--- config.mk ---
export PLATFORM = sky130hd
export DESIGN_NAME = breakpoint_address_table
export DESIGN_NICKNAME = d
export VERILOG_FILES = /design/src/rtl/core/bat_pkg.sv /design/src/rtl/core/breakpoint_address_table.sv
export SDC_FILE = /design/constraint.sdc
export NUM_CORES = 1
export LEC_CHECK = 0
export ABC_AREA = 1
export BUFFER_PORTS_ARGS = -buffer_cell sky130_fd_sc_hd__buf_2
export CAP_MARGIN = 20
export CELL_PAD_IN_SITES_DETAIL_PLACEMENT = 1
export CELL_PAD_IN_SITES_GLOBAL_PLACEMENT = 1
export CORE_MARGIN = 8
export CORE_UTILIZATION = 55
export CTS_CLUSTER_DIAMETER = 200
export CTS_CLUSTER_SIZE = 30
export DETAILED_ROUTE_END_ITERATION = 16
export PLACE_DENSITY_LB_ADDON = 0.1
export SYNTH_ARGS = -nofsm -noshare
export SYNTH_HDL_FRONTEND = slang
export SYNTH_SLANG_ARGS = --single-unit
export TNS_END_PERCENT = 5
--- constraint.sdc ---
create_clock -name clock -period 5.2 [get_ports clock]
set_input_delay 1.04 -clock clock [delete_from_list [all_inputs] [get_ports clock]]
set_output_delay 1.04 -clock clock [all_outputs]
set_load 0.01 [all_outputs]
--- src/rtl/core/bat_pkg.sv ---
// Package for the breakpoint address table: table sizes, request opcodes,
// item structs, controller states and the count-to-port helper.
// No dependencies; every module of the block imports it.
package bat_pkg;

   localparam int TABLE_DEPTH = 16;
   localparam int IDX_W       = (TABLE_DEPTH > 1) ? $clog2(TABLE_DEPTH) : 1;
   localparam int CNT_W       = $clog2(TABLE_DEPTH + 1);
   localparam int ADDR_W      = 16;
   localparam int COUNT_OUT_W = 5;

   typedef enum logic [1:0] {
      OP_SET   = 2'd0,
      OP_UNSET = 2'd1,
      OP_CLEAR = 2'd2,
      OP_QUERY = 2'd3
   } bat_op_type;

   typedef struct packed {
      bat_op_type          req_type;
      logic [ADDR_W-1:0]   address;
   } bat_req_type;

   typedef struct packed {
      logic                   success;
      logic [COUNT_OUT_W-1:0] entry_count;
   } bat_rsp_type;

   typedef enum logic [2:0] {
      ST_IDLE,
      ST_SCAN,
      ST_SWAP_RD,
      ST_SWAP_WR,
      ST_FINISH
   } bat_state_type;

   // The count port shows the low five bits of the internal count.
   function automatic logic [COUNT_OUT_W-1:0] cnt_to_out(input logic [CNT_W-1:0] cnt);
      logic [31:0] wide;
      wide = 32'(cnt);
      return wide[COUNT_OUT_W-1:0];
   endfunction

endpackage

--- src/rtl/core/breakpoint_address_table.sv ---
// Breakpoint address table top level: the address memory, the scan and
// swap-remove controller and the result register. Depends on bat_pkg.
//
//   channel | direction | payload       | handshake
//   --------+-----------+---------------+-------------------------
//   req_    | in        | bat_req_type  | req_valid / req_ready
//   rsp_    | out       | bat_rsp_type  | rsp_valid / rsp_ready
//
// One item is worked on at a time. Set and clear go from acceptance
// straight to the finish state, which loads the result register. Query
// and unset scan the memory one entry per cycle through its single read
// port, and an unset that finds its address then reads the last entry
// and writes it into the freed slot. Reset clears only the entry count,
// the control state and the valid flags; the memory is never cleared,
// since no entry at or above the count is ever read.
// A stalled result port holds the finished item in the result register.
module breakpoint_address_table (
   input  logic                 clock,
   input  logic                 reset,
   input  logic                 req_valid,
   output logic                 req_ready,
   input  bat_pkg::bat_req_type req_data,
   output logic                 rsp_valid,
   input  logic                 rsp_ready,
   output bat_pkg::bat_rsp_type rsp_data
);
   import bat_pkg::*;

   // The address memory: one write port and one registered read port.
   logic [ADDR_W-1:0] addr_mem [TABLE_DEPTH];
   logic              mem_we;
   logic [IDX_W-1:0]  mem_waddr;
   logic [ADDR_W-1:0] mem_wdata;
   logic              mem_re;
   logic [IDX_W-1:0]  mem_raddr;
   logic [ADDR_W-1:0] rd_data_ff;

   // Controller state.
   bat_state_type     state_ff, state_in;
   logic [CNT_W-1:0]  count_ff, count_in;
   bat_op_type        op_ff, op_in;
   logic [ADDR_W-1:0] addr_ff, addr_in;
   logic [CNT_W-1:0]  scan_idx_ff, scan_idx_in;
   logic              rd_pend_ff, rd_pend_in;
   logic [IDX_W-1:0]  rd_idx_ff, rd_idx_in;
   logic [IDX_W-1:0]  pos_ff, pos_in;
   logic              ok_ff, ok_in;
   logic              rsp_valid_ff, rsp_valid_in;
   bat_rsp_type       rsp_ff, rsp_in;

   logic              accept;
   logic              hit;
   logic              scan_more;
   logic              out_free;
   logic [CNT_W-1:0]  last_pos;

   assign req_ready = (state_ff == ST_IDLE);
   assign accept    = req_valid && req_ready;
   assign rsp_valid = rsp_valid_ff;
   assign rsp_data  = rsp_ff;
   assign out_free  = !rsp_valid_ff || rsp_ready;

   // The entry read in the previous cycle matches the address being looked for.
   assign hit       = rd_pend_ff && (rd_data_ff == addr_ff);
   // Entries below the count that have not been read yet remain.
   assign scan_more = (scan_idx_ff < count_ff);
   assign last_pos  = count_ff - CNT_W'(1);

   // Next state.
   always_comb begin
      state_in = state_ff;
      unique case (state_ff)
         ST_IDLE: begin
            if (accept) begin
               if (req_data.req_type == OP_UNSET || req_data.req_type == OP_QUERY) begin
                  state_in = ST_SCAN;
               end else begin
                  state_in = ST_FINISH;
               end
            end
         end
         ST_SCAN: begin
            priority if (hit) begin
               state_in = (op_ff == OP_UNSET) ? ST_SWAP_RD : ST_FINISH;
            end else if (!scan_more) begin
               state_in = ST_FINISH;
            end
         end
         ST_SWAP_RD: begin
            state_in = ST_SWAP_WR;
         end
         ST_SWAP_WR: begin
            state_in = ST_FINISH;
         end
         ST_FINISH: begin
            if (out_free) begin
               state_in = ST_IDLE;
            end
         end
         default: begin
            state_in = ST_IDLE;
         end
      endcase
   end

   // Datapath controls and register updates for each state.
   always_comb begin
      mem_we       = 1'b0;
      mem_waddr    = count_ff[IDX_W-1:0];
      mem_wdata    = addr_ff;
      mem_re       = 1'b0;
      mem_raddr    = scan_idx_ff[IDX_W-1:0];
      count_in     = count_ff;
      op_in        = op_ff;
      addr_in      = addr_ff;
      scan_idx_in  = scan_idx_ff;
      rd_pend_in   = 1'b0;
      rd_idx_in    = rd_idx_ff;
      pos_in       = pos_ff;
      ok_in        = ok_ff;
      rsp_valid_in = rsp_valid_ff && !rsp_ready;
      rsp_in       = rsp_ff;
      unique case (state_ff)
         ST_IDLE: begin
            if (accept) begin
               op_in       = req_data.req_type;
               addr_in     = req_data.address;
               scan_idx_in = '0;
               ok_in       = 1'b0;
               unique case (req_data.req_type)
                  OP_SET: begin
                     // A full table drops the address and reports failure.
                     if (count_ff < CNT_W'(TABLE_DEPTH)) begin
                        mem_we    = 1'b1;
                        mem_waddr = count_ff[IDX_W-1:0];
                        mem_wdata = req_data.address;
                        count_in  = count_ff + CNT_W'(1);
                        ok_in     = 1'b1;
                     end
                  end
                  OP_CLEAR: begin
                     count_in = '0;
                     ok_in    = 1'b1;
                  end
                  OP_UNSET, OP_QUERY: begin
                     ok_in = 1'b0;
                  end
                  default: begin
                     ok_in = 1'b0;
                  end
               endcase
            end
         end
         ST_SCAN: begin
            // Reads are issued one per cycle and compared in the cycle after,
            // so the scan stops at the first match.
            priority if (hit) begin
               pos_in = rd_idx_ff;
               ok_in  = 1'b1;
            end else if (scan_more) begin
               mem_re      = 1'b1;
               mem_raddr   = scan_idx_ff[IDX_W-1:0];
               rd_idx_in   = scan_idx_ff[IDX_W-1:0];
               rd_pend_in  = 1'b1;
               scan_idx_in = scan_idx_ff + CNT_W'(1);
            end else begin
               ok_in = 1'b0;
            end
         end
         ST_SWAP_RD: begin
            mem_re    = 1'b1;
            mem_raddr = last_pos[IDX_W-1:0];
         end
         ST_SWAP_WR: begin
            // The last entry moves into the freed slot; when the match was
            // the last entry it simply rewrites itself.
            mem_we    = 1'b1;
            mem_waddr = pos_ff;
            mem_wdata = rd_data_ff;
            count_in  = last_pos;
         end
         ST_FINISH: begin
            if (out_free) begin
               rsp_valid_in       = 1'b1;
               rsp_in.success     = ok_ff;
               rsp_in.entry_count = cnt_to_out(count_ff);
            end
         end
         default: begin
            mem_we = 1'b0;
         end
      endcase
   end

   always_ff @(posedge clock) begin
      if (mem_we) begin
         addr_mem[mem_waddr] <= mem_wdata;
      end
      if (mem_re) begin
         rd_data_ff <= addr_mem[mem_raddr];
      end
   end

   always_ff @(posedge clock) begin
      if (reset) begin
         state_ff     <= ST_IDLE;
         count_ff     <= '0;
         rd_pend_ff   <= 1'b0;
         rsp_valid_ff <= 1'b0;
      end else begin
         state_ff     <= state_in;
         count_ff     <= count_in;
         rd_pend_ff   <= rd_pend_in;
         rsp_valid_ff <= rsp_valid_in;
      end
   end

   always_ff @(posedge clock) begin
      op_ff       <= op_in;
      addr_ff     <= addr_in;
      scan_idx_ff <= scan_idx_in;
      rd_idx_ff   <= rd_idx_in;
      pos_ff      <= pos_in;
      ok_ff       <= ok_in;
      rsp_ff      <= rsp_in;
   end

endmodule

==> reports/metrics.cfg <==
[run_status]
outcome=finished clean

[sta]
fin_crit_ns=3.38
slew_violations=0
setup_violations=0
rsz0062_at_grt=no
skew_ns=0.0233
worstMarginPinSlew_ns=1.05
hold_viol=0
period_share_pct=65.0
setup_tns_ns=0
relSlewSlack_pct=30.2
fmax_mhz=296

[synthesis]
ys_top_cells_by_area=edfxtp_1 67%, nand2_1 6.4%, inv_1 4.4%
yosys-top-cells-count=310 x edfxtp_1, 237 x nand2_1, 163 x inv_1, 121 x o21ai_0, 90 x nor2_1
syn_inst=1260
synth-main-ff-cell=edfxtp_1
synth_edf_count=310
synth.most_common_cell=edfxtp_1
syn_area_mm2=0.0140
yosysTopAreaCell=edfxtp_1
ys_warn_count=0
ys_seq_area_share_pct=68.0
synth_cell_type_count=36
async_reset_ff_share_pct=0
syn_area_per_cell_um2=11.1
synth-seq-cells=320
synth_top_area_share_pct=66.6
syn_nets=1289

[critical_path]
crit_required_ns=5.33
path_delay_family=simple AND/OR/NAND/NOR gates
worstPathCellList=nor2_4, nand2_1, nor4_1, inv_1, buf_4, nand2_1, nand3_1, nor2_2
r2r_slack_ns=1.82
criticalPathCategory=reg -> reg
crit-reg2reg-launch=state_ff[2]
crit_path_end_kind=flip-flop
start_kind=flip-flop
cp_max_fo=33
worst_path_most_repeated_cell=nand2_1
arrival_ns=3.51
cp_num_buf_inv=2
reg2reg_to=addr_mem[9][11]
r2r_cells=8
crit_slowest_cell=nor2_2
cpPeakStageDelay_ns=0.87

[clock_network]
clkTransAtPathRegs_ns=0.12
clkLatencyLatePin_ns=0.51
cts_setup_buffers=0
clock-sinks=320
cts.path.max_buffers=3
ctsResizeCount=0
cts_hold_buffers=0
numCtsBuffers=14
ctsHtreeMaxLevel=1
cts_tree=yes
cts_root_buffer=clkbuf_16

[global_route]
grt_pass1_wl_mm=57.4
grt_max_degree=129
antenna_found_initial=0
grt_pass1_vias=10095
track_usage_pct=23.9
grt-ovfl-total=0

[job]
cap_violations=0

[detailed_routing]
wl_met2_mm=18.7
drtIter0Drc=822
vias_per_cell=5.89
postRouteAntennaNets=0
vias=9490
drt_pre_antenna_iters=5
dr_wl_met3_mm=1.72
routed.top_layer=met4
routed_wl_mm=36.8
routedWlPerCell_um=22.9
wl_met1_mm=15.7
drcViolationCount=0

[min_path]
min_from=rd_idx_ff[3]
worstHoldPathType=reg -> reg
min_to=pos_ff[3]
hold_path_depth=0

[layout]
antenna_cells=0
finalNonFillerCells=1611
fillers=2645
area_delta_synth_final_pct=7.02
nNetsFinal=1306
drive_gt1_share_pct=8.35
fin_area_mm2=0.0150

[floorplan]
coreArea_mm2=0.0251
die-area_mm2=0.0308
std_cell_rows=58
ioPinCount=30
chipHeight_um=175
die_w_um=175
initial_core_util_pct=55.7

[pwr]
irDropWorstVdd_mv=0.309
p_leak_uw=0.00573
cellPowerDensity_mw_per_mm2=507
power_uw=7590

[placement]
post-dp-hpwl_mm=24.9
placed_cells=1589
port-buffer-count=29
gp_congestion=0.864
dpl_cell_area_mm2=0.0145

-- worst max-delay path by stage --
stage	end	start	cells after the start	slack, ns
global route	addr_mem[9][0]	state_ff[2]	8	1.55
floorplan	addr_mem[0][0]	req_data[16]	7	2.37
global placement	addr_mem[9][10]	req_data[16]	9	1.66
detailed placement	addr_mem[9][10]	req_data[16]	9	1.59
finish	addr_mem[9][11]	state_ff[2]	8	1.82
CTS	addr_mem[9][15]	state_ff[2]	8	1.78
-- registers in the layout, indices dropped and copies added, names as in the netlist, 2 cells and up --
name	count
rd_data_ff	16
op_ff	2
scan_idx_ff	5
pos_ff	4
addr_ff	16
addr_mem	256
count_ff	5
state_ff	3
rsp_data	6
rd_idx_ff	4
-- layout make-up --
cell class / instances / area (um^2) / area share (%)
Clock buffer: 19 / 390 / 2.61
Sequential cell: 320 / 9510 / 63.6
Timing Repair Buffer: 60 / 415 / 2.78
Inverter: 170 / 638 / 4.26
Clock inverter: 1 / 11.3 / 0.0753
Tap cell: 330 / 413 / 2.76
Multi-Input combinational cell: 711 / 3590 / 24.0
-- report_power, final --
part | switching, uW | internal [uW] | leakage, uW
sequential | 105 | 3350 | 0.00290
combinational | 2040 | 779 | 0.00263
clock | 768 | 540 | 0.000196
-- routing by layer --
metal	vias up	track usage [%]
li1	4387	-
met1	4784	31.6
met2	261	41.8
met3	58	2.64
met4	0	5.86
met5	-	0
-- metrics by stage --
step	worst slack [ns]	hold slack [ns]	util [%]
after CTS	1.78	0.435	59.5
after global placement	1.66	0.403	57.8
after global routing	1.55	0.441	59.6
after floorplan	2.37	0.400	-
after detailed placement	1.59	0.408	57.9
final	1.82	0.435	59.6
-- logic make-up (layout without fill, tap and decap cells) --
group / count (synthesis) / after routing / share of synthesized area (%)
fa+ha+maj: 7 / 7 / 0.626
flops: 320 / 320 / 68.0
buf+inv: 229 / 250 / 6.79
simple gates: 424 / 424 / 12.5
mux: 1 / 1 / 0.0716
xor+xnor: 6 / 6 / 0.376
compound gates: 273 / 273 / 11.6
-- placed cells by master, fill, tap and decap left out, types with 19 or more instances in the layout --
master	count
inv_1	163
buf_4	28
buf_2	29
nor2_1	74
nand3_1	76
o21ai_1	29
o21ai_0	121
o211ai_1	51
nand2_1	237
a21oi_1	30
edfxtp_1	310
o21bai_1	19
(Power assumes the default switching activity.)
